===== src/rtl/dtw_cumulative_cost_core_assert.svh =====
// assertion macros shared by the dtw cumulative cost modules
`ifndef DTW_CUMULATIVE_COST_CORE_ASSERT_SVH
`define DTW_CUMULATIVE_COST_CORE_ASSERT_SVH
`ifndef ASSERT_OFF
// same-cycle implication
`define DTWC_ASSERT_IMP(label, clk, rst, ante, cons) \
   label: assert property (@(posedge clk) disable iff (rst) (ante) |-> (cons)) \
      else $error("dtwc assertion failed");
// next-cycle implication
`define DTWC_ASSERT_NXT(label, clk, rst, ante, cons) \
   label: assert property (@(posedge clk) disable iff (rst) (ante) |=> (cons)) \
      else $error("dtwc assertion failed");
`else
`define DTWC_ASSERT_IMP(label, clk, rst, ante, cons)
`define DTWC_ASSERT_NXT(label, clk, rst, ante, cons)
`endif
`endif


===== src/rtl/dtwc_queue.sv =====
// small register queue between the front and back parts
`timescale 1ns / 1ps
module dtwc_queue #(
   parameter int WIDTH = 8,
   parameter int DEPTH = 2
) (
   input  logic             clock,
   input  logic             reset,
   input  logic             in_valid,
   output logic             in_ready,
   input  logic [WIDTH-1:0] in_data,
   output logic             out_valid,
   input  logic             out_ready,
   output logic [WIDTH-1:0] out_data
);

   localparam int PTR_W = (DEPTH > 1) ? $clog2(DEPTH) : 1;
   localparam int CNT_W = $clog2(DEPTH + 1);

   logic [WIDTH-1:0] slot_ff [DEPTH];
   logic [PTR_W-1:0] wr_ptr_ff, wr_ptr_in;
   logic [PTR_W-1:0] rd_ptr_ff, rd_ptr_in;
   logic [CNT_W-1:0] count_ff, count_in;
   logic             push, pop;

   assign in_ready  = (count_ff != CNT_W'(DEPTH));
   assign out_valid = (count_ff != '0);
   assign out_data  = slot_ff[rd_ptr_ff];
   assign push      = in_valid && in_ready;
   assign pop       = out_valid && out_ready;

   always_comb begin
      wr_ptr_in = wr_ptr_ff;
      rd_ptr_in = rd_ptr_ff;
      count_in  = count_ff;
      if (push) begin
         wr_ptr_in = (wr_ptr_ff == PTR_W'(DEPTH - 1)) ? '0 : wr_ptr_ff + 1'b1;
      end
      if (pop) begin
         rd_ptr_in = (rd_ptr_ff == PTR_W'(DEPTH - 1)) ? '0 : rd_ptr_ff + 1'b1;
      end
      if (push && !pop) begin
         count_in = count_ff + 1'b1;
      end else if (pop && !push) begin
         count_in = count_ff - 1'b1;
      end
   end

   always_ff @(posedge clock) begin
      if (reset) begin
         wr_ptr_ff <= '0;
         rd_ptr_ff <= '0;
         count_ff  <= '0;
      end else begin
         wr_ptr_ff <= wr_ptr_in;
         rd_ptr_ff <= rd_ptr_in;
         count_ff  <= count_in;
      end
   end

   always_ff @(posedge clock) begin
      if (push) begin
         slot_ff[wr_ptr_ff] <= in_data;
      end
   end

endmodule


===== config.mk =====
export PLATFORM = sky130hd
export DESIGN_NAME = dtwc_queue
export DESIGN_NICKNAME = d
export VERILOG_FILES = /design/src/rtl/dtw_cumulative_cost_core_assert.svh /design/src/rtl/dtwc_queue.sv
export SDC_FILE = /design/constraint.sdc
export NUM_CORES = 1
export LEC_CHECK = 0
export BUFFER_PORTS_ARGS = -buffer_cell sky130_fd_sc_hd__buf_2
export CAP_MARGIN = 20
export CORE_UTILIZATION = 52
export DETAILED_ROUTE_END_ITERATION = 8
export PLACE_DENSITY = 0.79
export SYNTH_ARGS = -nofsm -noshare
export SYNTH_HDL_FRONTEND = slang
export SYNTH_SLANG_ARGS = --single-unit

===== constraint.sdc =====
create_clock -name clock -period 2.7 [get_ports clock]
set_input_delay 0.675 -clock clock [delete_from_list [all_inputs] [get_ports clock]]
set_output_delay 0.675 -clock clock [all_outputs]
set_load 0.01 [all_outputs]

==> flow_summary.toml, run 1 <==
[global_routing]
grt-ovfl-total = 0
grt_max_degree = 12
met2_usage = 0.297
antenna_found_initial = 0
grt_pass1_wl_um = 1740
met1_usage = 0.173
grt_util_met3 = 0.0372
grt_usage = 0.165
grt-busiest-layer = "met2"
grt_pass1_vias = 439

[floorplan]
die_area_mm2 = 0.00171
die_x_um = 41.4
boundaryPins = 22
num_rows = 13
dieHeight_um = 41.4
start_util = 0.590
core_area_mm2 = 0.00137

[setup_path]
worst-setup-path-type = "register to primary output"
critPathRequiredTime_ns = 2.03
cp.arrival_ns = 1.35
cp_cell_sequence = "mux2_2, buf_2"
critPathLaunchType = "register"
critical_path.slowest_cell = "dfxtp_1"
path_max_fanout = 8
cpPeakStageDelay_ns = 0.54
end_kind = "primary output"

[layout]
fin_nets = 87
fin_util = 0.696
antenna_cells = 0
layout_commonest_cell = "buf_2"
area_growth_pct = 18.0
final_cell_mix = "buf_2 (21), edfxtp_1 (16), mux2_2 (8)"
drive_above_1_share = 0.479
fill_cells = 102

[logic_synthesis]
synth_cells = 49
synthesis.area_um2 = 806
synth_top_family_by_area = "multiplexers"
avgSynthCellArea_um2 = 16.4
synth_xor_area_frac = 0.0326
synth_mux_area_frac = 0.112
synthDistinctLibCells = 17
synthAdderAreaFrac = 0.0155
synth_nets = 62
yosysWarnings = 0
synth-seq-area-share = 0.720
yosys.area_share.simple = 0.0714
ys_seq_elements = 21
synth_compound_area_frac = 0.0373

[clock_network]
cts_buffer_depth = 2
cts_resized = 0
numCtsBuffers = 3
cts_setup_buffers = 0
hold_buffers = 0
tritoncts = "yes"
h-tree-depth = 1
worstSkewPairLatency_ns = 0.29
clkSlewWorstSetupHoldPaths_ns = 0.10
root_buffer = "clkbuf_4"
clkSinkCount = 21

[sta]
layout_setup_ws_ns = 0.672
setup_tns_ns = 0
slew_headroom = 0.753
setup_viol = 0
fin_crit_sh = 0.751
fmax_ghz = 0.493
fin_worst_skew_ns = 0.000964
maxSlewViolCount = 0
tightest_slew_ns = 0.371
rsz0062_at_grt = "false"
final_hold_viol_count = 0
min_period_ns = 2.03

[job]
cap_violations = 0

[power]
peakVddDrop_mv = 0.552
leakage_nw = 0.382
p_total_mw = 0.852
p_per_area_mw_per_mm2 = 896

[min_path]
worstHoldPathType = "register to register"

[detailed_routing]
ant_nets = 0
drtIter0Drc = 6
wire_per_inst_um = 13.6
routed_via_density = 5.17
drc = 0
drt_pass1_iterations = 4
wirelength_um = 1200
num_vias = 455

[placement]
place_congestion = 0.658
dp_hpwl_um = 916
portBuffers = 21
post-place-ws_ns = 0.872

[outcome]
status = "finished clean"
[worst max-delay path, delay by kind of cell (launching register included)]
kind	cells	cell delay, ns
buf+inv	1	0.14
flops	1	0.54
mux	1	0.38
[through the flow]
stage | instance area [um^2] | hold WS (ns) | std cells
after global routing | 951 | 0.543 | 88
after detailed placement | 925 | 0.523 | 84
after floorplan | 806 | 0.472 | 49
final | 951 | 0.551 | 88
after global placement | 925 | 0.506 | 84
after CTS | 951 | 0.557 | 88
[final timing paths]
path,startpoint,to,slack [ns],cells after the start
setup / recovery,register,out_data[4],0.67,2
hold / removal,rd_ptr_ff,rd_ptr_ff,0.55,2
setup reg to reg,count_ff[0],count_ff[1],1.10,4
hold reg to reg,rd_ptr_ff,rd_ptr_ff,0.55,2
[Yosys cell counts]
cell / number / area [um^2]
inv_1: 1 / 3.75
or3_1: 1 / 6.26
xor2_1: 3 / 26.3
and2_1: 1 / 6.26
o21ai_0: 2 / 10.0
and3_1: 1 / 6.26
nand2b_4: 1 / 13.8
nand3b_1: 1 / 7.51
dfxtp_1: 5 / 100
a21oi_1: 2 / 10.0
mux2_2: 8 / 90.1
edfxtp_1: 16 / 480
buf_2: 1 / 5.00
a21bo_2: 1 / 10.0
ha_1: 1 / 12.5
or2_2: 1 / 6.26
nor2_1: 3 / 11.3
[area by class of cell]
type	count	area [um^2]	share of cell area
clock buffers	4	26.3	0.0276
well taps	15	18.8	0.0197
flip-flops and latches	21	581	0.611
repair buffers	21	105	0.111
multi-input cells	26	216	0.228
inverters	1	3.75	0.00395
[layer usage]
layer / wire length (um) / vias to the layer above / share of wire
li1: - / 231 / -
met1: 498 / 207 / 0.42
met2: 655 / 15 / 0.55
met3: 40 / 2 / 0.033
met4: 6 / 0 / 0.0050
met5: 0 / - / 0
[registers in the layout, indices dropped and copies added (netlist names), named ones only]
signal and count:
count_ff 2, wr_ptr_ff 1, slot_ff 16, rd_ptr_ff 1
[power by group]
part           total (mW)  internal [mW]  switching [mW]
Sequential          0.454          0.410          0.0437
Clock               0.141         0.0574          0.0836
Combinational       0.258          0.135           0.122
[logic make-up (layout without fill, tap and decap cells)]
logic type / after synthesis / count (layout)
adder cells (fa/ha/maj): 1 / 1
flip-flops: 21 / 21
AND/OR/NAND/NOR: 9 / 9
AO/OA/AOI/OAI: 5 / 5
XOR/XNOR: 3 / 3
multiplexers: 8 / 8
buffers and inverters: 2 / 26
Power figures use the tool's default switching activity.
==> inputs of run 2 (changes only) <==
--- a/config.mk
+++ b/config.mk
@@ -5,11 +5,12 @@
 export SDC_FILE = /design/constraint.sdc
 export NUM_CORES = 1
 export LEC_CHECK = 0
+export ABC_AREA = 1
 export BUFFER_PORTS_ARGS = -buffer_cell sky130_fd_sc_hd__buf_2
 export CAP_MARGIN = 20
-export CORE_UTILIZATION = 52
+export CORE_UTILIZATION = 49
 export DETAILED_ROUTE_END_ITERATION = 8
-export PLACE_DENSITY = 0.79
+export PLACE_DENSITY = 0.75
 export SYNTH_ARGS = -nofsm -noshare
 export SYNTH_HDL_FRONTEND = slang
 export SYNTH_SLANG_ARGS = --single-unit
==> constraint.sdc (replaced) <==
create_clock -name clock -period 2 [get_ports clock]
set_input_delay 0.5 -clock clock [delete_from_list [all_inputs] [get_ports clock]]
set_output_delay 0.5 -clock clock [all_outputs]
set_load 0.01 [all_outputs]
==> run 2 against run 1 <==
Net effect: non-clock buffer count is 2 higher; critical path depth stayed put; critical endpoint is now out_data[7]; critical path type unchanged; sequential power is 34% higher; largest cell class unchanged.
==> flow_summary.toml, run 2 <==
[sta]
fmax_ghz = 0.536
setup_viol = 0
rsz0062_at_grt = "false"
slew_headroom = 0.753
tightest_slew_ns = 0.370
min_period_ns = 1.86
final_hold_viol_count = 0
setup_tns_ns = 0
fin_crit_sh = 0.932
maxSlewViolCount = 0
fin_worst_skew_ns = 0.0103

[logic_synthesis]
synth_edf_count = 16
synth_top_area_cell = "edfxtp_1"
synthDistinctLibCells = 17
yosys.area.top_type_share = 0.582
synth_common_cells = "edfxtp_1 (16), mux2_2 (8), nand2_1 (7), nor2_1 (7), inv_1 (6)"
avgSynthCellArea_um2 = 13.3
synthArstFlopShare = 0
synth_top_family_by_area = "multiplexers"
synthesis.area_um2 = 826
synth_xor_area_frac = 0
synth_nets = 75
synth_compound_area_frac = 0.0242
ys_seq_elements = 21
synthAdderAreaFrac = 0.0152
yosysWarnings = 0
dominantRegCellSynth = "edfxtp_1"
synth_mux_area_frac = 0.109
yosys.area_share.simple = 0.105
synth-seq-area-share = 0.703
synth.most_common_cell = "edfxtp_1"
yosys-top-cells-area = "edfxtp_1 (58%), dfxtp_1 (12%), mux2_2 (11%)"
synth_cells = 62

[min_path]
worstHoldPathType = "primary input to register"

[detailed_routing]
wirelength_um = 1180
wire_per_inst_um = 11.4
drtIter0Drc = 24
ant_nets = 0
routed_via_density = 5.00
num_vias = 520
drt_pass1_iterations = 4
drc = 0

[clock_network]
clkSinkCount = 21
worstSkewPairLatency_ns = 0.29
hold_buffers = 0
cts_resized = 0
root_buffer = "clkbuf_4"
h-tree-depth = 1
cts_buffer_depth = 2
tritoncts = "yes"
cts_setup_buffers = 0
numCtsBuffers = 3
clkSlewWorstSetupHoldPaths_ns = 0.11

[floorplan]
boundaryPins = 22
dieHeight_um = 43.1
num_rows = 14
die_area_mm2 = 0.00185
core_area_mm2 = 0.00154
die_x_um = 43.1
start_util = 0.536

[layout]
final_cell_mix = "buf_2 (21), edfxtp_1 (16), mux2_2 (8)"
top_regs = "slot_ff: 16 flops, count_ff: 2 flops"
fin_util = 0.640
layout_commonest_cell = "buf_2"
largest_reg_flops = 16
drive_above_1_share = 0.432
fin_nets = 102
largest-register = "slot_ff"
antenna_cells = 0
area_growth_pct = 19.5
final_cells = 104

[setup_path]
end_kind = "primary output"
critPathRequiredTime_ns = 1.50
cp.arrival_ns = 1.36
worst-setup-path-type = "register to primary output"
critPathLaunchType = "register"
path_max_fanout = 8

[global_routing]
grt-ovfl-total = 0
grt_max_degree = 12
antenna_found_initial = 0
grt_usage = 0.151
grt_pass1_wl_um = 2030
grt_pass1_vias = 503

[power]
p_per_area_mw_per_mm2 = 1180
peakVddDrop_mv = 0.639
leakage_nw = 0.417

[placement]
placed_cells = 100
dp_hpwl_um = 888
place_congestion = 0.667
portBuffers = 21

[outcome]
status = "finished clean"

[job]
cap_violations = 0
run 2: cell count changes after synthesis, sizes merged, moves of 2 or more:
| cell | before | now |
|---|---|---|
| nand2 | 0 | 9 |
| inv | 1 | 7 |
| nor2 | 3 | 7 |
| nand3 | 0 | 2 |
| xor2 | 3 | 0 |
run 2: cell families (layout without fill, tap and decap cells):
logic type / Yosys count / count (layout)
AO/OA/AOI/OAI: 4 / 4
adder cells (fa/ha/maj): 1 / 1
buffers and inverters: 9 / 35
flip-flops: 21 / 21
multiplexers: 8 / 8
AND/OR/NAND/NOR: 19 / 19
run 2: final timing paths:
path | depth (start not counted) | slack, ns | startpoint | to
setup / recovery | 2 | 0.14 | register | out_data[7]
hold / removal | 1 | 0.39 | in_data[5] | slot_ff[1][5]
setup reg to reg | 5 | 0.60 | count_ff[0] | slot_ff[0][0]
hold reg to reg | 1 | 0.51 | count_ff[0] | count_ff[0]
run 2: routing by layer:
layer / up-vias / GRT usage / wire length [um]
met5: - / 0 / 0
met4: 0 / 0.0667 / 9
met3: 2 / 0.0468 / 81
met2: 17 / 0.248 / 574
met1: 238 / 0.183 / 519
li1: 263 / - / -
run 2: worst max-delay path: stages, from the launching register on:
cell     delay [ns]
dfxtp_1        0.56
mux2_2         0.38
buf_2          0.14
run 2: per-stage QoR:
step	instance area, um^2	power, mW	setup WS [ns]	hold WS, ns
6_report	987	1.17	0.135	0.391
5_1_grt	987	1.25	0.0589	0.368
4_1_cts	987	1.17	0.110	0.388
3_5_place_dp	961	0.989	0.446	0.480
3_3_place_gp	961	0.975	0.464	0.470
2_1_floorplan	826	0.861	0.677	0.454
run 2: power breakdown:
part	switching [mW]	internal (mW)
clock network	0.109	0.0773
logic	0.205	0.165
registers	0.0515	0.556
total	0.366	0.799
run 2: cell type report:
| cell class | count | area [um^2] |
|---|---|---|
| repair buffers | 23 | 120 |
| well taps | 16 | 20.0 |
| flip-flops and latches | 21 | 581 |
| clock buffers | 4 | 26.3 |
| multi-input cells | 32 | 209 |
| inverters | 8 | 31.3 |
| fillers | 128 | 554 |
