**src/rtl/dtw_cumulative_cost_core_assert.svh**
```systemverilog
// assertion macros shared by the dtw cumulative cost modules
`ifndef DTW_CUMULATIVE_COST_CORE_ASSERT_SVH
`define DTW_CUMULATIVE_COST_CORE_ASSERT_SVH
`ifndef ASSERT_OFF
// same-cycle implication
`define DTWC_ASSERT_IMP(label, clk, rst, ante, cons) \
   label: assert property (@(posedge clk) disable iff (rst) (ante) |-> (cons)) \
      else $error("dtwc assertion failed");
// next-cycle implication
`define DTWC_ASSERT_NXT(label, clk, rst, ante, cons) \
   label: assert property (@(posedge clk) disable iff (rst) (ante) |=> (cons)) \
      else $error("dtwc assertion failed");
`else
`define DTWC_ASSERT_IMP(label, clk, rst, ante, cons)
`define DTWC_ASSERT_NXT(label, clk, rst, ante, cons)
`endif
`endif

```
**src/rtl/dtwc_pkg.sv**
```systemverilog
// shared types and constants of the dtw cumulative cost core
`timescale 1ns / 1ps
package dtwc_pkg;

   localparam int COST_W          = 16;
   localparam int DIAG_WEIGHT_W   = 9;
   localparam int DIAG_WEIGHT     = 361;
   localparam int PROD_W          = COST_W + DIAG_WEIGHT_W;
   localparam int ROUND_HALF      = 128;
   localparam int DIAG_SHIFT      = 8;
   localparam int DIAG_W          = PROD_W - DIAG_SHIFT;
   localparam int OUT_W           = 32;
   localparam int COLUMN_COUNT_W  = 11;
   localparam int ROW_COUNT_W     = 16;
   localparam int CSR_INDEX_W     = 4;
   localparam int CSR_DATA_W      = 16;
   localparam int QUEUE_DEPTH     = 2;

   localparam int DEFAULT_MAX_COLUMNS = 1024;
   localparam int DEFAULT_SUM_WIDTH   = 32;

   typedef enum logic [CSR_INDEX_W-1:0] {
      CSR_COLUMN_COUNT = 4'd0,
      CSR_ROW_COUNT    = 4'd1
   } csr_index_type;

   typedef struct packed {
      logic first_row;
      logic first_col;
      logic final_cell;
   } cell_flags_type;

endpackage

```
**src/rtl/dtwc_front.sv**
```systemverilog
// front part: config registers, cell position tracking and diagonal weighting
`timescale 1ns / 1ps
`include "dtw_cumulative_cost_core_assert.svh"
module dtwc_front #(
   parameter int MAX_COLUMNS = dtwc_pkg::DEFAULT_MAX_COLUMNS
) (
   input  logic                              clock,
   input  logic                              reset,
   input  logic                              csr_valid,
   output logic                              csr_ready,
   input  logic [dtwc_pkg::CSR_INDEX_W-1:0]  csr_index,
   input  logic [dtwc_pkg::CSR_DATA_W-1:0]   csr_wdata,
   input  logic                              req_valid,
   output logic                              req_ready,
   input  logic [dtwc_pkg::COST_W-1:0]       req_cell_cost,
   output logic                              q_valid,
   input  logic                              q_ready,
   output dtwc_pkg::cell_flags_type          q_flags,
   output logic [dtwc_pkg::COST_W-1:0]       q_cost,
   output logic [dtwc_pkg::DIAG_W-1:0]       q_diag,
   output logic [$clog2(MAX_COLUMNS)-1:0]    q_col
);
   import dtwc_pkg::*;

   localparam int COL_W = $clog2(MAX_COLUMNS);
   localparam int LW    = (COL_W + 1 > COLUMN_COUNT_W) ? COL_W + 1 : COLUMN_COUNT_W;

   logic [COLUMN_COUNT_W-1:0] column_count_ff;
   logic [ROW_COUNT_W-1:0]    row_count_ff;
   logic [COL_W-1:0]          col_ff, col_in;
   logic [ROW_COUNT_W-1:0]    row_ff, row_in;
   logic                      f_valid_ff, f_valid_in;
   logic [COST_W-1:0]         f_cost_ff;
   logic [PROD_W-1:0]         f_prod_ff;
   logic [COL_W-1:0]          f_col_ff;
   cell_flags_type            f_flags_ff;
   cell_flags_type            flags_in;

   logic [LW-1:0]             cols_raw, eff_cols;
   logic [ROW_COUNT_W-1:0]    eff_rows;
   logic                      last_col, last_row, accept;
   logic [PROD_W-1:0]         rounded;

   assign csr_ready = 1'b1;
   assign req_ready = !f_valid_ff || q_ready;
   assign accept    = req_valid && req_ready;

   // out-of-range counts clamp to the usable range
   always_comb begin
      cols_raw = LW'(column_count_ff);
      if (cols_raw == '0) begin
         eff_cols = LW'(1);
      end else if (cols_raw > LW'(MAX_COLUMNS)) begin
         eff_cols = LW'(MAX_COLUMNS);
      end else begin
         eff_cols = cols_raw;
      end
      eff_rows = (row_count_ff == '0) ? ROW_COUNT_W'(1) : row_count_ff;
      last_col = (LW'(col_ff) + LW'(1)) >= eff_cols;
      last_row = ({1'b0, row_ff} + (ROW_COUNT_W + 1)'(1)) >= {1'b0, eff_rows};

      flags_in.first_row  = (row_ff == '0);
      flags_in.first_col  = (col_ff == '0);
      flags_in.final_cell = last_col && last_row;
   end

   always_comb begin
      col_in     = col_ff;
      row_in     = row_ff;
      f_valid_in = f_valid_ff;
      if (q_ready) begin
         f_valid_in = 1'b0;
      end
      if (accept) begin
         f_valid_in = 1'b1;
         if (last_col) begin
            col_in = '0;
            row_in = last_row ? '0 : row_ff + 1'b1;
         end else begin
            col_in = col_ff + 1'b1;
         end
      end
   end

   always_ff @(posedge clock) begin
      if (reset) begin
         column_count_ff <= COLUMN_COUNT_W'(1);
         row_count_ff    <= ROW_COUNT_W'(1);
         col_ff          <= '0;
         row_ff          <= '0;
         f_valid_ff      <= 1'b0;
      end else begin
         col_ff     <= col_in;
         row_ff     <= row_in;
         f_valid_ff <= f_valid_in;
         if (csr_valid && csr_ready) begin
            case (csr_index)
               CSR_COLUMN_COUNT: column_count_ff <= csr_wdata[COLUMN_COUNT_W-1:0];
               CSR_ROW_COUNT:    row_count_ff    <= csr_wdata[ROW_COUNT_W-1:0];
               default:          ;
            endcase
         end
      end
   end

   // cost times the diagonal weight, registered before rounding
   always_ff @(posedge clock) begin
      if (accept) begin
         f_cost_ff  <= req_cell_cost;
         f_prod_ff  <= PROD_W'(req_cell_cost) * PROD_W'(DIAG_WEIGHT);
         f_col_ff   <= col_ff;
         f_flags_ff <= flags_in;
      end
   end

   // round half up, then drop the fraction of the weight
   assign rounded = f_prod_ff + PROD_W'(ROUND_HALF);

   assign q_valid = f_valid_ff;
   assign q_flags = f_flags_ff;
   assign q_cost  = f_cost_ff;
   assign q_diag  = rounded[PROD_W-1:DIAG_SHIFT];
   assign q_col   = f_col_ff;

   `DTWC_ASSERT_NXT(a_rearm_after_final, clock, reset, accept && flags_in.final_cell, (col_ff == '0) && (row_ff == '0))
   `DTWC_ASSERT_NXT(a_accept_loads_stage, clock, reset, accept, f_valid_ff)
   `DTWC_ASSERT_NXT(a_col_steps, clock, reset, accept && !last_col, col_ff == $past(col_ff) + 1'b1)

endmodule

```
**config.mk**
```make
export PLATFORM = sky130hd
export DESIGN_NAME = dtwc_front
export DESIGN_NICKNAME = d
export VERILOG_FILES = /design/src/rtl/dtwc_pkg.sv /design/src/rtl/dtwc_front.sv
export VERILOG_INCLUDE_DIRS = /design/src /design/src/rtl
export SDC_FILE = /design/constraint.sdc
export NUM_CORES = 1
export LEC_CHECK = 0
export BUFFER_PORTS_ARGS = -buffer_cell sky130_fd_sc_hd__buf_2
export CAP_MARGIN = 20
export CORE_MARGIN = 8
export CORE_UTILIZATION = 33
export CTS_CLUSTER_DIAMETER = 80
export DETAILED_ROUTE_END_ITERATION = 10
export PLACE_DENSITY_LB_ADDON = 0.05
export SYNTH_ARGS = -nofsm -noshare
export SYNTH_HDL_FRONTEND = slang
export SYNTH_SLANG_ARGS = --single-unit
```
**constraint.sdc**
```tcl
create_clock -name clock -period 5.75 [get_ports clock]
set_input_delay 0.2875 -clock clock [delete_from_list [all_inputs] [get_ports clock]]
set_output_delay 0.2875 -clock clock [all_outputs]
set_load 0.02 [all_outputs]
```
==> results of run 1 <==
cell usage after synthesis (8+ instances only):
master and count:
ha_1 99, inv_1 84, nor2_1 62, dfxtp_1 54, nand2_1 51, edfxtp_1 47
xnor2_1 34, a21oi_1 33, xor2_1 33, nand3_1 31, fa_1 29, mux2i_1 27
o21ai_0 18, and3_1 13, nor2b_1 12, o31ai_1 11, clkbuf_1 10, nor4_1 10
a21o_1 8
sequential cells by signal (all words and copies together) (netlist names):
register      cells
row_ff           16
col_ff           10
f_prod_ff        18
q_cost           16
row_count_ff     16
q_col            10
cols_raw         11
q_flags           3
q_valid           1
cell type report:
| type | instances | area, um2 | area share (%) |
|---|---|---|---|
| inverters | 86 | 323 | 3.85 |
| clock inverters | 5 | 62.6 | 0.746 |
| multi-input cells | 545 | 4440 | 52.9 |
| repair buffers | 91 | 463 | 5.52 |
| clock buffers | 11 | 254 | 3.03 |
| flip-flops and latches | 101 | 2490 | 29.7 |
| well taps | 280 | 350 | 4.18 |
per-stage QoR:
step                      std cells  cell area (um2)
final                          1119             8380
after global routing           1119             8380
after CTS                      1119             8380
after detailed placement       1103             8070
after global placement         1103             8070
after floorplan                 754             7360
cells by family after synthesis:
group,after synthesis,synth area share (%)
XOR/XNOR,67,7.97
flip-flops,101,33.9
AO/OA/AOI/OAI,111,9.76
multiplexers,27,3.67
adder cells (fa/ha/maj),128,24.7
other,1,0.0510
buffers and inverters,108,5.93
AND/OR/NAND/NOR,211,14.0
critical path, stage by stage:
cell	delay [ns]
buf_2	0.14
ha_1	0.35
fa_1	0.52
fa_1	0.54
inv_1	0.05
fa_1	0.53
inv_1	0.04
ha_1	0.34
and4_1	0.25
a21boi_0	0.14
o21ai_0	0.22
a31oi_1	0.17
a2111oi_0	0.39
o21bai_1	0.13
xor2_1	0.15
power groups by stage:
stage	Sequential [mW]	Clock (mW)	Combinational [mW]
2_1_floorplan	0.970	0	0.914
5_1_grt	0.965	0.711	1.44
6_report	0.954	0.655	1.27
4_1_cts	0.955	0.691	1.29
3_3_place_gp	0.967	0	1.27
3_5_place_dp	0.971	0	1.28
metal layers:
metal	track usage [%]	part of all wire, %	vias up
li1	-	-	2779
met1	18.8	50	2590
met2	21.7	45	86
met3	2.90	4.2	9
met4	3.04	0.91	0
met5	0	0	-
path summary, 6_finish.rpt:
path / end / start / depth (start not counted) / slack [ns]
worst max-delay path: f_prod_ff[22] / req_cell_cost[8] / 15 / 1.60
worst min-delay path: row_count_ff[14] / csr_wdata[14] / 3 / 0.17
worst max register to register: row_ff[7] / row_ff[0] / 13 / 1.94
worst min register to register: row_count_ff[0] / row_count_ff[0] / 2 / 0.48
==> flow_summary_export.csv, run 1 <==
group,metric,value,unit
run_status,status,"finished, final reports clean",
sta,whs,0.170,ns
detailed_routing,first_pass_iters,4,
power,switching_share,38.5,%
synth,ys_warn_count,0,
final_layout,final_net_count,1003,
clock_tree,cts_tree,"built",
sta,fin_crit_sh,72.2,%
clock_tree,clk_latency,0.35,ns
worst_setup_path,worstPathMaxFanout,5,
global_routing,antenna_found_initial,0,
detailed_routing,drcViolationCount,0,
die,rows,54,
power,p_seq_share,33.2,%
final_layout,drive_gt1_share,13.6,%
sta,min_period,4.15,ns
sta,slew_viol_final,0,
synth,synth_area_leaders,"edfxtp_1 19%, ha_1 17%, dfxtp_1 15%",
synth,avgSynthCellArea,9.76,um2
place,gp_congestion,0.824,
clock_tree,clkTransAtPathRegs,0.07,ns
synth,synth-main-ff-cell,"dfxtp_1",
final_layout,fill_cells,2262,
die,start_util,33.6,%
power,intPower,1.77,mW
worst_setup_path,setup.worst_path.end_class,"flop",
clock_tree,clockBufferDepth,2,
detailed_routing,wl,18000,um
final_layout,postLayoutCoreUtil,38.3,%
synth,syn-cell-area,7360,um2
power,leakage,3.80,nW
sta,setup_slack,1.60,ns
die,dieWidth,165,um
sta,hold_viol,0,
worst_setup_path,cp-start-kind,"input port",
flow_run,maxCapViolCount,0,
detailed_routing,avgRoutedWirePerCell,16.1,um
place,dpl.hpwl,14200,um
clock_tree,hold_buffers,0,
detailed_routing,avgViaCountPerCell,4.88,
synth,synth_seq_area_share,33.9,%
sta,max-slew-margin-rel,42.0,%
global_routing,grt_max_degree,51,
power,power.switching,1.11,mW
clock_tree,cts_setup_buffers,0,
clock_tree,cts-htree-levels,3,
detailed_routing,drt_iter0_markers,219,
global_routing,overflow,0,
sta,tightest_slew,0.868,ns
power,ir_drop,0.172,mV
place,io_buffer_count,88,
clock_tree,cts-resized-gates,0,
place,place_ws,1.24,ns
synth,synth_cells,754,
sta,rsz0062_at_grt,"false",
synth,synth_top_cell_area_share,19.2,%
synth,synthDistinctLibCells,56,
global_routing,grt_pass1_vias,5643,
worst_hold_path,hp-class,"in2reg",
worst_setup_path,worstSetupPathType,"in2reg",
power,p_per_area,343,nW/um2
final_layout,layout_common_cells,"99 x ha_1, 88 x buf_2, 83 x inv_1",
clock_tree,cts.sinks,101,
die,core_area,21900,um2
sta,fmax,0.241,GHz
global_routing,grt_pass1_wl,29700,um
synth,synth_top_area_cell,"edfxtp_1",
power,combPwrFrac,44.0,%
synth,async_reset_ff_share,0,%
sta,fin_skew,0.0145,ns
synth,syn-num-nets,923,
die,pin_count,90,
sta,setup-violations-final,0,
detailed_routing,postRouteAntennaNets,0,
die,die-area,27300,um2
global_routing,grt.total_usage,13.7,%
clock_tree,cts_made_buffers,9,
final_layout,antenna_cells,0,
die,die_h,165,um
power,p_total,2.88,mW
worst_setup_path,worstPathRequired,5.84,ns
synth,synth_edf_count,47,
clock_tree,clockRootBuffer,"clkbuf_16",
detailed_routing,vias,5464,
worst_setup_path,critical_path_arrival,4.24,ns
sta,finalSetupTns,0,ns
power,p_clk_share,22.8,%
synth,synth-seq-cells,101,
final_layout,synthToLayoutAreaGrowth,13.9,%
final_layout,final_common_cell,"ha_1",
No activity file was read; power rests on OpenSTA's default activity.
==> inputs of run 2 (changes only) <==
==> constraint.sdc (replaced) <==
create_clock -name clock -period 3.4 [get_ports clock]
set_input_delay 0.17 -clock clock [delete_from_list [all_inputs] [get_ports clock]]
set_output_delay 0.17 -clock clock [all_outputs]
set_load 0.02 [all_outputs]
==> run 2 against run 1 <==
Routed wire length increased by 3.8%. Sequential share of layout area decreased by 4.0 points. Register-to-register slack got worse by 1.6 ns. The flow now finishes with violations (negative setup slack). Sequential power increased by 70%. Largest power group unchanged. Via count increased by 6.3%. Clock power increased by 57%. Die area unchanged. Clock-buffer cell count decreased by 2. Critical endpoint unchanged. Combinational power increased by 140%.
==> flow_summary_export.csv, run 2 (synthesized netlist as in run 1, its figures left out) <==
group,metric,value,unit
run_status,status,"finished, violations left",
run_status,failed_checks,"negative setup slack",
place,dpl_cell_area,8980,um2
clock_tree,clockBufferDepth,2,
die,pin_count,90,
power,p_total,5.72,mW
die,dieWidth,165,um
worst_setup_path,worstPathMaxFanout,4,
global_routing,grt_max_degree,39,
worst_setup_path,rr_worst_depth,11,
clock_tree,cts-htree-levels,3,
detailed_routing,vias,5810,
final_layout,largest_reg_flops,18,
place,io_buffer_count,88,
sta,tightest_slew,0.874,ns
detailed_routing,drt_iter0_markers,227,
final_layout,synthToLayoutAreaGrowth,31.4,%
final_layout,final_common_cell,"buf_4",
worst_setup_path,worstSetupPathType,"in2reg",
worst_setup_path,cp-start-kind,"input port",
final_layout,stdcell_count,1220,
power,p_per_area,591,nW/um2
worst_hold_path,holdPathStages,1,
clock_tree,cts_tree,"built",
clock_tree,cts_made_buffers,9,
place,dpl.hpwl,15000,um
final_layout,layout_common_cells,"101 x buf_4, 76 x buf_2, 74 x inv_1",
sta,min_period,3.55,ns
sta,fmax,0.282,GHz
worst_setup_path,worstPathRequired,3.51,ns
sta,hold_viol,0,
power,ir_drop,0.287,mV
final_layout,design_area,9670,um2
clock_tree,hold_buffers,0,
place,gp_congestion,0.834,
flow_run,maxCapViolCount,0,
die,die_h,165,um
power,leakage,4.35,nW
global_routing,grt.total_usage,14.0,%
final_layout,fill_cells,2132,
detailed_routing,first_pass_iters,4,
worst_setup_path,setup.worst_path.end_class,"flop",
clock_tree,clkTransAtPathRegs,0.07,ns
final_layout,multi_input_area,4860,um2
detailed_routing,drcViolationCount,0,
sta,setup-violations-final,6,
detailed_routing,postRouteAntennaNets,0,
sta,slew_viol_final,0,
detailed_routing,wl,18700,um
worst_setup_path,rrSetupSlack,0.32,ns
clock_tree,cts.sinks,101,
sta,fin_crit_sh,104,%
sta,fin_skew,0.0105,ns
sta,setup_slack,-0.146,ns
final_layout,postLayoutCoreUtil,44.2,%
place,dp.cells,1192,
final_layout,drive_gt1_share,29.6,%
clock_tree,clk_latency,0.36,ns
sta,rsz0062_at_grt,"true",
detailed_routing,avgRoutedWirePerCell,15.3,um
global_routing,antenna_found_initial,0,
final_layout,ff_latch_area,2490,um2
global_routing,grt_pass1_wl,30400,um
die,core_area,21900,um2
die,rows,54,
worst_hold_path,hp-class,"in2reg",
final_layout,final_net_count,1104,
worst_setup_path,critical_path_arrival,3.65,ns
global_routing,overflow,0,
final_layout,antenna_cells,0,
die,die-area,27300,um2
sta,max-slew-margin-rel,41.6,%
global_routing,grt_pass1_vias,6053,
clock_tree,clockRootBuffer,"clkbuf_16",
place,place_ws,-0.641,ns
detailed_routing,avgViaCountPerCell,4.76,
die,start_util,33.6,%
final_layout,top_register,"f_prod_ff",
[run 2: metal layers]
layer	vias up	wire (um)	global-route usage (%)	share of wire (%)
met4	0	221	3.77	1.2
met2	75	9660	26.0	52
met5	-	0	0	0
met1	2745	8120	16.1	44
li1	2978	-	-	-
met3	12	669	2.53	3.6
[run 2: worst paths after layout]
kind / startpoint / end
min reg2reg: row_count_ff[0] / row_count_ff[0]
min: req_cell_cost[2] / q_cost[2]
max: req_cell_cost[7] / f_prod_ff[22]
max reg2reg: col_ff[1] / col_ff[2]
[run 2: power by group]
part | total [mW] | internal [mW] | leakage [nW] | switching, mW
sequential | 1.62 | 1.51 | 0.890 | 0.106
clock | 1.03 | 0.517 | 0.145 | 0.517
combinational | 3.06 | 1.54 | 3.31 | 1.52
[run 2: layout make-up]
class,count,share of cell area [%]
multi-input combinational,545,50.3
inverter,86,3.34
timing repair buffer,192,14.0
clock inverter,7,0.699
tap,280,3.62
clock buffer,9,2.33
sequential,101,25.8
[run 2: stage by stage]
step                TNS, ns  hold slack, ns
floorplan            -0.397           0.269
global placement      -5.67           0.402
detailed placement    -6.18           0.413
CTS                  -0.310         0.00695
global route          -1.33          0.0143
finish               -0.446          0.0225
[run 2: timing repair]
| action | in CTS | in global routing |
|---|---|---|
| buffers inserted | 5 | 7 |
| setup endpoints to repair | 9 | 12 |
| gates resized for setup | 44 | 29 |
| pin swaps | 32 | 20 |
[run 2: critical path, cell delays in order]
cell	delay (ns)
buf_12	0.11
ha_4	0.24
xor2_2	0.14
ha_2	0.16
a21o_1	0.17
fa_1	0.53
inv_1	0.05
fa_1	0.48
inv_2	0.05
ha_4	0.27
and4_4	0.21
and3_4	0.19
o211ai_1	0.13
a31oi_2	0.29
buf_4	0.16
a2111oi_2	0.03
o21bai_1	0.17
xor2_1	0.08
==> inputs of run 3 (changes only) <==
--- a/config.mk
+++ b/config.mk
@@ -16,3 +16,4 @@
 export SYNTH_ARGS = -nofsm -noshare
 export SYNTH_HDL_FRONTEND = slang
 export SYNTH_SLANG_ARGS = --single-unit
+export TNS_END_PERCENT = 10
==> run 3 against run 2 <==
The run still ends with negative setup slack left. Utilization shrank 1.3 points. Die area is the same. Highest routed layer unchanged. Global-route usage shrank 0.088 points. Via count shrank 0.74%. Critical endpoint is now f_prod_ff[20].
==> flow_summary_export.csv, run 3 (synthesized netlist as in run 1, its figures left out) <==
group,metric,value,unit
detailed_routing,vias,5767,
global_routing,grt.total_usage,13.9,%
final_layout,largest_reg_flops,18,
final_layout,antenna_cells,0,
global_routing,grt_pass1_wl,30000,um
die,dieWidth,165,um
run_status,failed_checks,"negative setup slack",
detailed_routing,avgViaCountPerCell,4.79,
sta,tightest_slew,0.892,ns
detailed_routing,postRouteAntennaNets,0,
sta,fmax,0.284,GHz
die,rows,54,
power,leakage,4.23,nW
place,io_buffer_count,88,
final_layout,final_net_count,1089,
detailed_routing,wl,18500,um
clock_tree,clockBufferDepth,2,
detailed_routing,drcViolationCount,0,
global_routing,grt_max_degree,47,
clock_tree,cts_tree,"built",
detailed_routing,first_pass_iters,4,
run_status,status,"finished, violations left",
die,pin_count,90,
detailed_routing,drt_iter0_markers,248,
worst_setup_path,cp-start-kind,"input port",
sta,fin_crit_sh,104,%
sta,fin_skew,0.00981,ns
die,start_util,33.6,%
sta,setup_slack,-0.122,ns
die,die-area,27300,um2
final_layout,final_common_cell,"buf_4",
final_layout,synthToLayoutAreaGrowth,27.4,%
power,p_per_area,588,nW/um2
sta,max-slew-margin-rel,40.4,%
detailed_routing,avgRoutedWirePerCell,15.4,um
sta,min_period,3.52,ns
clock_tree,clockRootBuffer,"clkbuf_16",
sta,hold_viol,0,
final_layout,top_register,"f_prod_ff",
sta,setup-violations-final,5,
die,core_area,21900,um2
place,gp_congestion,0.834,
final_layout,drive_gt1_share,27.6,%
worst_hold_path,hp-class,"in2reg",
worst_setup_path,worstPathRequired,3.50,ns
clock_tree,clkTransAtPathRegs,0.07,ns
sta,slew_viol_final,0,
place,dpl.hpwl,14900,um
worst_setup_path,worstSetupPathType,"in2reg",
sta,finalSetupTns,-0.338,ns
place,place_ws,-0.636,ns
clock_tree,cts-htree-levels,3,
power,ir_drop,0.294,mV
worst_setup_path,critical_path_arrival,3.62,ns
clock_tree,cts.sinks,101,
global_routing,grt_pass1_vias,6031,
worst_setup_path,setup.worst_path.end_class,"flop",
clock_tree,clk_latency,0.35,ns
flow_run,maxCapViolCount,0,
worst_setup_path,worstPathMaxFanout,6,
sta,rsz0062_at_grt,"true",
global_routing,antenna_found_initial,0,
die,die_h,165,um
global_routing,overflow,0,
worst_setup_path,rrSetupSlack,0.28,ns
clock_tree,hold_buffers,0,
final_layout,layout_common_cells,"93 x buf_4, 77 x buf_2, 75 x ha_1",
clock_tree,cts_made_buffers,9,
-- run 3: critical path, stage by stage --
cell	delay, ns
buf_4	0.15
ha_4	0.28
xor2_1	0.16
ha_1	0.27
fa_1	0.56
inv_2	0.04
fa_1	0.51
inv_2	0.05
ha_4	0.22
and3_4	0.17
and3_4	0.18
o211ai_1	0.13
a31oi_2	0.18
a211o_1	0.30
buf_4	0.15
xor2_1	0.13
-- run 3: what timing repair did --
action	CTS	global route
setup endpoints to repair	10	28
gates resized for setup	26	20
pin swaps	17	5
buffers inserted	5	0
gates cloned	0	0
hold endpoints to repair	0	0
-- run 3: layout make-up --
class / instances / area (um2)
fillers: 2184 / 12500
inverters: 86 / 323
well taps: 280 / 350
clock inverters: 7 / 61.3
clock buffers: 9 / 225
repair buffers: 177 / 1160
flip-flops and latches: 101 / 2500
multi-input cells: 545 / 4760
-- run 3: metal layers --
layer	vias to the layer above	track usage [%]	part of all wire (%)
met5	-	0	0
met4	0	4.22	1.4
met3	15	2.75	3.7
met2	86	25.9	52
met1	2724	15.6	43
li1	2942	-	-
-- run 3: per-stage QoR --
stage / std cells / hold WS [ns] / total power [mW] / utilization, % / area, um2
2_1_floorplan: 754 / 0.269 / 3.38 / - / 7580
3_3_place_gp: 1184 / 0.405 / 4.37 / 40.6 / 8900
3_5_place_dp: 1184 / 0.411 / 4.40 / 40.6 / 8900
4_1_cts: 1205 / 0.0269 / 5.57 / 42.5 / 9310
5_1_grt: 1205 / 0.0309 / 5.95 / 42.8 / 9380
6_report: 1205 / 0.0495 / 5.52 / 42.8 / 9380
-- run 3: worst paths after layout --
path                     from                to  cells past startpoint
max          req_cell_cost[3]     f_prod_ff[20]                     16
min             csr_wdata[14]  row_count_ff[14]                      3
max reg2reg         row_ff[2]        row_ff[10]                     13
min reg2reg   row_count_ff[0]   row_count_ff[0]                      2
-- run 3: where the power goes --
group	internal, mW	total (mW)	leakage [nW]	switching, mW
combinational	1.40	2.87	3.20	1.47
clock	0.515	1.03	0.141	0.519
sequential	1.51	1.62	0.892	0.103
